[config.mk]
export PLATFORM = sky130hd
export DESIGN_NAME = kfi_divider
export DESIGN_NICKNAME = d
export VERILOG_FILES = /design/src/rtl/kfi_pkg.sv /design/src/rtl/kfi_divider.sv
export SDC_FILE = /design/constraint.sdc
export NUM_CORES = 1
export LEC_CHECK = 0
export ABC_AREA = 1
export BUFFER_PORTS_ARGS = -buffer_cell sky130_fd_sc_hd__buf_2
export CAP_MARGIN = 20
export CORE_MARGIN = 2
export CORE_UTILIZATION = 50
export CTS_CLUSTER_DIAMETER = 30
export DETAILED_ROUTE_END_ITERATION = 8
export GPL_TIMING_DRIVEN = 0
export PLACE_DENSITY_LB_ADDON = 0.3
export SYNTH_ARGS = -nofsm -noshare
export SYNTH_HDL_FRONTEND = slang
export SYNTH_SLANG_ARGS = --single-unit
[constraint.sdc]
create_clock -name clock -period 8.2 [get_ports clock]
set_clock_uncertainty 0.2 [all_clocks]
set_input_delay 1.23 -clock clock [delete_from_list [all_inputs] [get_ports clock]]
set_output_delay 1.23 -clock clock [all_outputs]
set_load 0.01 [all_outputs]
[src/rtl/kfi_pkg.sv]
// Shared types and constants of the keyframe linear interpolator.
// Used by every module of the block; depends on nothing else.

package kfi_pkg;

   // Keyframe store geometry.
   localparam int FRAME_DEPTH = 256;
   localparam int FRAME_AW    = (FRAME_DEPTH > 1) ? $clog2(FRAME_DEPTH) : 1;

   // Channel layout: x, y, z position, rotation about y, rotation about z.
   localparam int NUM_CHAN = 5;
   localparam int CH_W     = $clog2(NUM_CHAN);
   localparam int CH_X     = 0;
   localparam int CH_Y     = 1;
   localparam int CH_Z     = 2;
   localparam int CH_AY    = 3;
   localparam int CH_AZ    = 4;

   localparam int CHAN_W  = 32;
   localparam int STEPS_W = 16;
   localparam int COUNT_W = 9;
   localparam int SEG_W   = 8;
   localparam int SLOT_W  = 8;

   typedef logic signed [CHAN_W-1:0]  chan_type;
   typedef chan_type    [NUM_CHAN-1:0] chan_vec_type;
   typedef logic        [FRAME_AW-1:0] addr_type;
   typedef logic        [COUNT_W-1:0]  count_type;
   typedef logic        [SEG_W-1:0]    seg_type;
   typedef logic        [STEPS_W-1:0]  steps_type;
   typedef logic        [CH_W-1:0]     ch_type;

   localparam steps_type STEPS_RESET = steps_type'(30);

   typedef enum logic [1:0] {
      OP_LOAD  = 2'd0,
      OP_START = 2'd1,
      OP_TICK  = 2'd2,
      OP_NONE  = 2'd3
   } op_type;

   typedef struct packed {
      op_type                   operation;
      logic [SLOT_W-1:0]        frame_slot;
      logic signed [CHAN_W-1:0] key_pos_x;
      logic signed [CHAN_W-1:0] key_pos_y;
      logic signed [CHAN_W-1:0] key_pos_z;
      logic signed [CHAN_W-1:0] key_angle_y;
      logic signed [CHAN_W-1:0] key_angle_z;
   } req_type;

   typedef struct packed {
      logic signed [CHAN_W-1:0] cur_x;
      logic signed [CHAN_W-1:0] cur_y;
      logic signed [CHAN_W-1:0] cur_z;
      logic signed [CHAN_W-1:0] cur_angle_y;
      logic signed [CHAN_W-1:0] cur_angle_z;
      logic                     playing;
      logic [SEG_W-1:0]         segment;
      logic                     finished;
   } rsp_type;

   // Keyframe store port: one write and one read address per cycle.
   typedef struct packed {
      logic         wr_en;
      addr_type     wr_addr;
      chan_vec_type wr_data;
      logic         rd_en;
      addr_type     rd_addr;
   } ram_cmd_type;

   // Divider command and status.
   typedef struct packed {
      logic                   start;
      logic signed [CHAN_W:0] dividend;
      steps_type              divisor;
   } div_cmd_type;

   typedef struct packed {
      logic     done;
      chan_type quotient;
   } div_rsp_type;

endpackage

[src/rtl/kfi_divider.sv]
// Bit-serial signed divider: 33-bit dividend over 16-bit unsigned divisor,
// truncating toward zero and saturating to 32 bits. Depends on kfi_pkg.

module kfi_divider (
   input  logic                 clock,
   input  logic                 reset,
   input  kfi_pkg::div_cmd_type cmd,
   output kfi_pkg::div_rsp_type rsp
);

   localparam int QUO_W = kfi_pkg::CHAN_W + 1;
   localparam int CNT_W = $clog2(QUO_W + 1);
   localparam int REM_W = kfi_pkg::STEPS_W;

   localparam logic [QUO_W-1:0] POS_LIMIT = {2'b00, {(kfi_pkg::CHAN_W - 1){1'b1}}};
   localparam logic [QUO_W-1:0] NEG_LIMIT = {2'b01, {(kfi_pkg::CHAN_W - 1){1'b0}}};
   localparam kfi_pkg::chan_type SAT_MAX  = {1'b0, {(kfi_pkg::CHAN_W - 1){1'b1}}};
   localparam kfi_pkg::chan_type SAT_MIN  = {1'b1, {(kfi_pkg::CHAN_W - 1){1'b0}}};

   typedef enum logic [1:0] {
      D_IDLE,
      D_RUN,
      D_FIX
   } div_state_type;

   div_state_type      state_ff, state_in;
   logic [CNT_W-1:0]   cnt_ff, cnt_in;
   logic [REM_W-1:0]   rem_ff, rem_in;
   logic [QUO_W-1:0]   quo_ff, quo_in;
   kfi_pkg::steps_type divisor_ff, divisor_in;
   logic               neg_ff, neg_in;
   logic               done_ff, done_in;
   kfi_pkg::chan_type  quotient_ff, quotient_in;

   logic [REM_W:0] rem_shift;
   logic [REM_W:0] trial;
   logic           fits;

   always_comb begin
      rem_shift = {rem_ff, quo_ff[QUO_W-1]};
      trial     = rem_shift - {1'b0, divisor_ff};
      fits      = (rem_shift >= {1'b0, divisor_ff});

      state_in    = state_ff;
      cnt_in      = cnt_ff;
      rem_in      = rem_ff;
      quo_in      = quo_ff;
      divisor_in  = divisor_ff;
      neg_in      = neg_ff;
      done_in     = 1'b0;
      quotient_in = quotient_ff;

      unique case (state_ff)
         D_IDLE: begin
            if (cmd.start) begin
               neg_in     = cmd.dividend[QUO_W-1];
               quo_in     = cmd.dividend[QUO_W-1] ? QUO_W'(-cmd.dividend)
                                                  : QUO_W'(cmd.dividend);
               rem_in     = '0;
               cnt_in     = '0;
               divisor_in = cmd.divisor;
               if (cmd.divisor == '0) begin
                  // A zero step setting yields a zero increment.
                  quo_in   = '0;
                  neg_in   = 1'b0;
                  state_in = D_FIX;
               end else begin
                  state_in = D_RUN;
               end
            end
         end
         D_RUN: begin
            rem_in = fits ? trial[REM_W-1:0] : rem_shift[REM_W-1:0];
            quo_in = {quo_ff[QUO_W-2:0], fits};
            cnt_in = cnt_ff + 1'b1;
            if (cnt_ff == CNT_W'(QUO_W - 1)) begin
               state_in = D_FIX;
            end
         end
         D_FIX: begin
            if (!neg_ff) begin
               quotient_in = (quo_ff > POS_LIMIT) ? SAT_MAX
                                                  : kfi_pkg::chan_type'(quo_ff[QUO_W-2:0]);
            end else begin
               quotient_in = (quo_ff > NEG_LIMIT) ? SAT_MIN
                                                  : kfi_pkg::chan_type'(-quo_ff[QUO_W-2:0]);
            end
            done_in  = 1'b1;
            state_in = D_IDLE;
         end
         default: begin
            state_in = D_IDLE;
         end
      endcase
   end

   always_ff @(posedge clock) begin
      if (reset) begin
         state_ff <= D_IDLE;
         done_ff  <= 1'b0;
         cnt_ff   <= '0;
      end else begin
         state_ff <= state_in;
         done_ff  <= done_in;
         cnt_ff   <= cnt_in;
      end
      rem_ff      <= rem_in;
      quo_ff      <= quo_in;
      divisor_ff  <= divisor_in;
      neg_ff      <= neg_in;
      quotient_ff <= quotient_in;
   end

   assign rsp.done     = done_ff;
   assign rsp.quotient = quotient_ff;

`ifndef SYNTHESIS
   a_start_when_idle: assert property (@(posedge clock) disable iff (reset)
      cmd.start |-> state_ff == D_IDLE)
      else $error("divider started while busy");

   a_done_pulse: assert property (@(posedge clock) disable iff (reset)
      done_ff |=> !done_ff)
      else $error("divider done held longer than one cycle");

   a_rem_below_divisor: assert property (@(posedge clock) disable iff (reset)
      state_ff == D_RUN |-> rem_ff < divisor_ff)
      else $error("partial remainder not below divisor");
`endif

endmodule
==> reports/results.ini <==
[timing]
min_period_ns = 3.08
final_hold_viol_count = 0
fmax_ghz = 0.325
finalCritPeriodShare_pct = 37.5
setup_viol = 0
grt_setup_unrepaired = no
drv_slew = 0
worst_pin_slew_ns = 0.976
relSlewSlack_pct = 34.8
fin_tns_setup_ns = 0

[route]
dr.pass1.iters = 5
wl_per_cell_um = 14.8
wl_mm = 19.7
vias = 6994
routed-wl-met3_mm = 1.30
drc = 0
viasPerCell = 5.26
met2WireLength_mm = 8.33
ant_nets = 0
top_layer = met4
first_iter_violations = 608
met1Wirelength_mm = 9.82

[layout]
drive_gt1_share_pct = 17.4
nets = 1210
syn_to_final_growth_pct = 12.3
antenna_cells = 0

[floorplan]
ioPinCount = 85
chipWidth_um = 129
dieArea_mm2 = 0.0165
die_h_um = 129
num_rows = 45
initial_core_util_pct = 51.1
coreArea_mm2 = 0.0152

[yosys]
synth_top_cells_by_count = nand2_1 (266), inv_1 (125), nor2_1 (124)
synth_most_common_cell = nand2_1
synth_cells = 1041
synthFlopType = edfxtp_1
yosys-top-cells-area = edfxtp_1 (38%), nand2_1 (13%), nand3_1 (7.2%), inv_1 (6.0%), nor2_1 (6.0%)
synthesis.nets = 1115
synth-seq-area-share_pct = 40.2
yosysWarnings = 0
synth_area_mm2 = 0.00776
synth_cell_types = 39
synth_top_area_share_pct = 37.9
ys_async_sr_fraction_pct = 0
yosysTopAreaCell = edfxtp_1
ys_ff_latch = 107
synth_edf_count = 98
syn_area_per_cell_um2 = 7.46

[setup_path]
cp_max_fo = 38
worstSetupPathType = in -> reg
end_kind = register
critPathLaunchType = input port
crit_arrival_ns = 2.93
cp.required_ns = 8.05

[global_route]
grt_max_degree = 39
grt_pass1_vias = 6331
grt_usage_pct = 24.6
grt_overflow_total = 0
grt_pass1_wl_mm = 32.0
antenna_found_initial = 0

[clock_network]
cts_tree = built
cts-buffers-inserted = 9
post_cts_resize_count = 0
postCtsSetupBuffers = 0
clock_latency_ns = 0.36
cts.path.max_buffers = 2
root_buffer = clkbuf_16
cts_htree_levels = 3
worst_setup_hold_path_clk_slew_ns = 0.07
ctsHoldBuffers = 0
cts.sinks = 107

[place]
dp_hpwl_mm = 15.6
port_buffers = 83
place.gp.congestion = 0.963

[run]
max-cap-violations = 0

[pwr]
power_density_mw_per_mm2 = 196
peakVddDrop_uv = 121
leakage_nw = 3.88
power.total_mw = 1.71

[hold_path]
hold_path.class = reg -> reg

[outcome]
outcome = completed

## layer usage
layer / GRT usage (%) / vias up
met3: 4.95 / 16
li1: - / 3624
met4: 6.14 / 0
met5: 0 / -
met2: 36.2 / 214
met1: 37.4 / 3140
## metrics by stage
step / area (um^2) / hold slack, ns / std cells / utilization, % / setup slack, ns
floorplan: 7760 / 0.244 / 1041 / - / 4.65
global placement: 8410 / 0.264 / 1312 / 55.3 / 3.75
detailed placement: 8440 / 0.294 / 1313 / 55.5 / 4.69
CTS: 8710 / 0.303 / 1329 / 57.3 / 5.08
global route: 8710 / 0.316 / 1329 / 57.3 / 4.94
finish: 8710 / 0.303 / 1329 / 57.3 / 5.12
## worst paths after layout
path                     from    endpoint  slack [ns]  depth (start not counted)
setup / recovery      cmd[49]  quo_ff[12]        5.12                          5
hold reg to reg     cnt_ff[1]   cnt_ff[1]        0.30                          2
hold / removal      cnt_ff[1]   cnt_ff[1]        0.30                          2
setup reg to reg  state_ff[0]  quo_ff[12]        5.50                          5
## power by group
part / switching [mW] / leakage, nW / internal (mW) / total (mW)
Sequential: 0.0481 / 1.02 / 0.679 / 0.727
Combinational: 0.378 / 2.72 / 0.189 / 0.567
Clock: 0.204 / 0.141 / 0.208 / 0.412
## cell families (layout without fill, tap and decap cells)
kind of cell | count (synthesis) | in the layout | synth area share, %
XOR/XNOR | 35 | 35 | 3.95
adder cells (fa/ha/maj) | 22 | 22 | 3.64
flip-flops | 107 | 107 | 40.2
AND/OR/NAND/NOR | 598 | 598 | 34.8
AO/OA/AOI/OAI | 116 | 116 | 8.77
buffers and inverters | 163 | 263 | 8.66
## worst max-delay path, cell delays in order
cell	delay (ns)
buf_2	0.08
and2_1	0.69
nor2_1	0.27
inv_2	0.35
buf_12	0.27
## flip-flops by register name, summed over array words and instances, names as in the netlist
| signal | count |
|---|---|
| neg_ff | 1 |
| cnt_ff | 6 |
| done_ff | 1 |
| quo_ff | 33 |
| state_ff | 2 |
| rem_ff | 16 |
| quotient_ff | 32 |
| divisor_ff | 16 |
## placed cells by master, fill, tap and decap left out, drive strengths merged
cell	n
nand2	282
nor2	147
inv	141
nand3	116
buf	101
edfxtp	98
o21ai	69
xor2	32
a21oi	31
nand4	21
ha	21
clkbuf	18
nor3	12
nand3b	11
o22ai	9
dfxtp	9
and2	4
o211ai	3
xnor2	3
or2	3
clkinv	3
o31ai	2
nor3b	1
a31oi	1
nor4	1
a221oi	1
fa	1
## layout make-up
type,instances,area [um^2]
clock buffer,9,225
multi-input combinational,771,3980
clock inverter,7,48.8
tap,188,235
inverter,137,514
timing repair buffer,84,435
buffer,26,158
fill,1451,6490
sequential,107,3120
No activity file was read; power rests on OpenSTA's default activity.
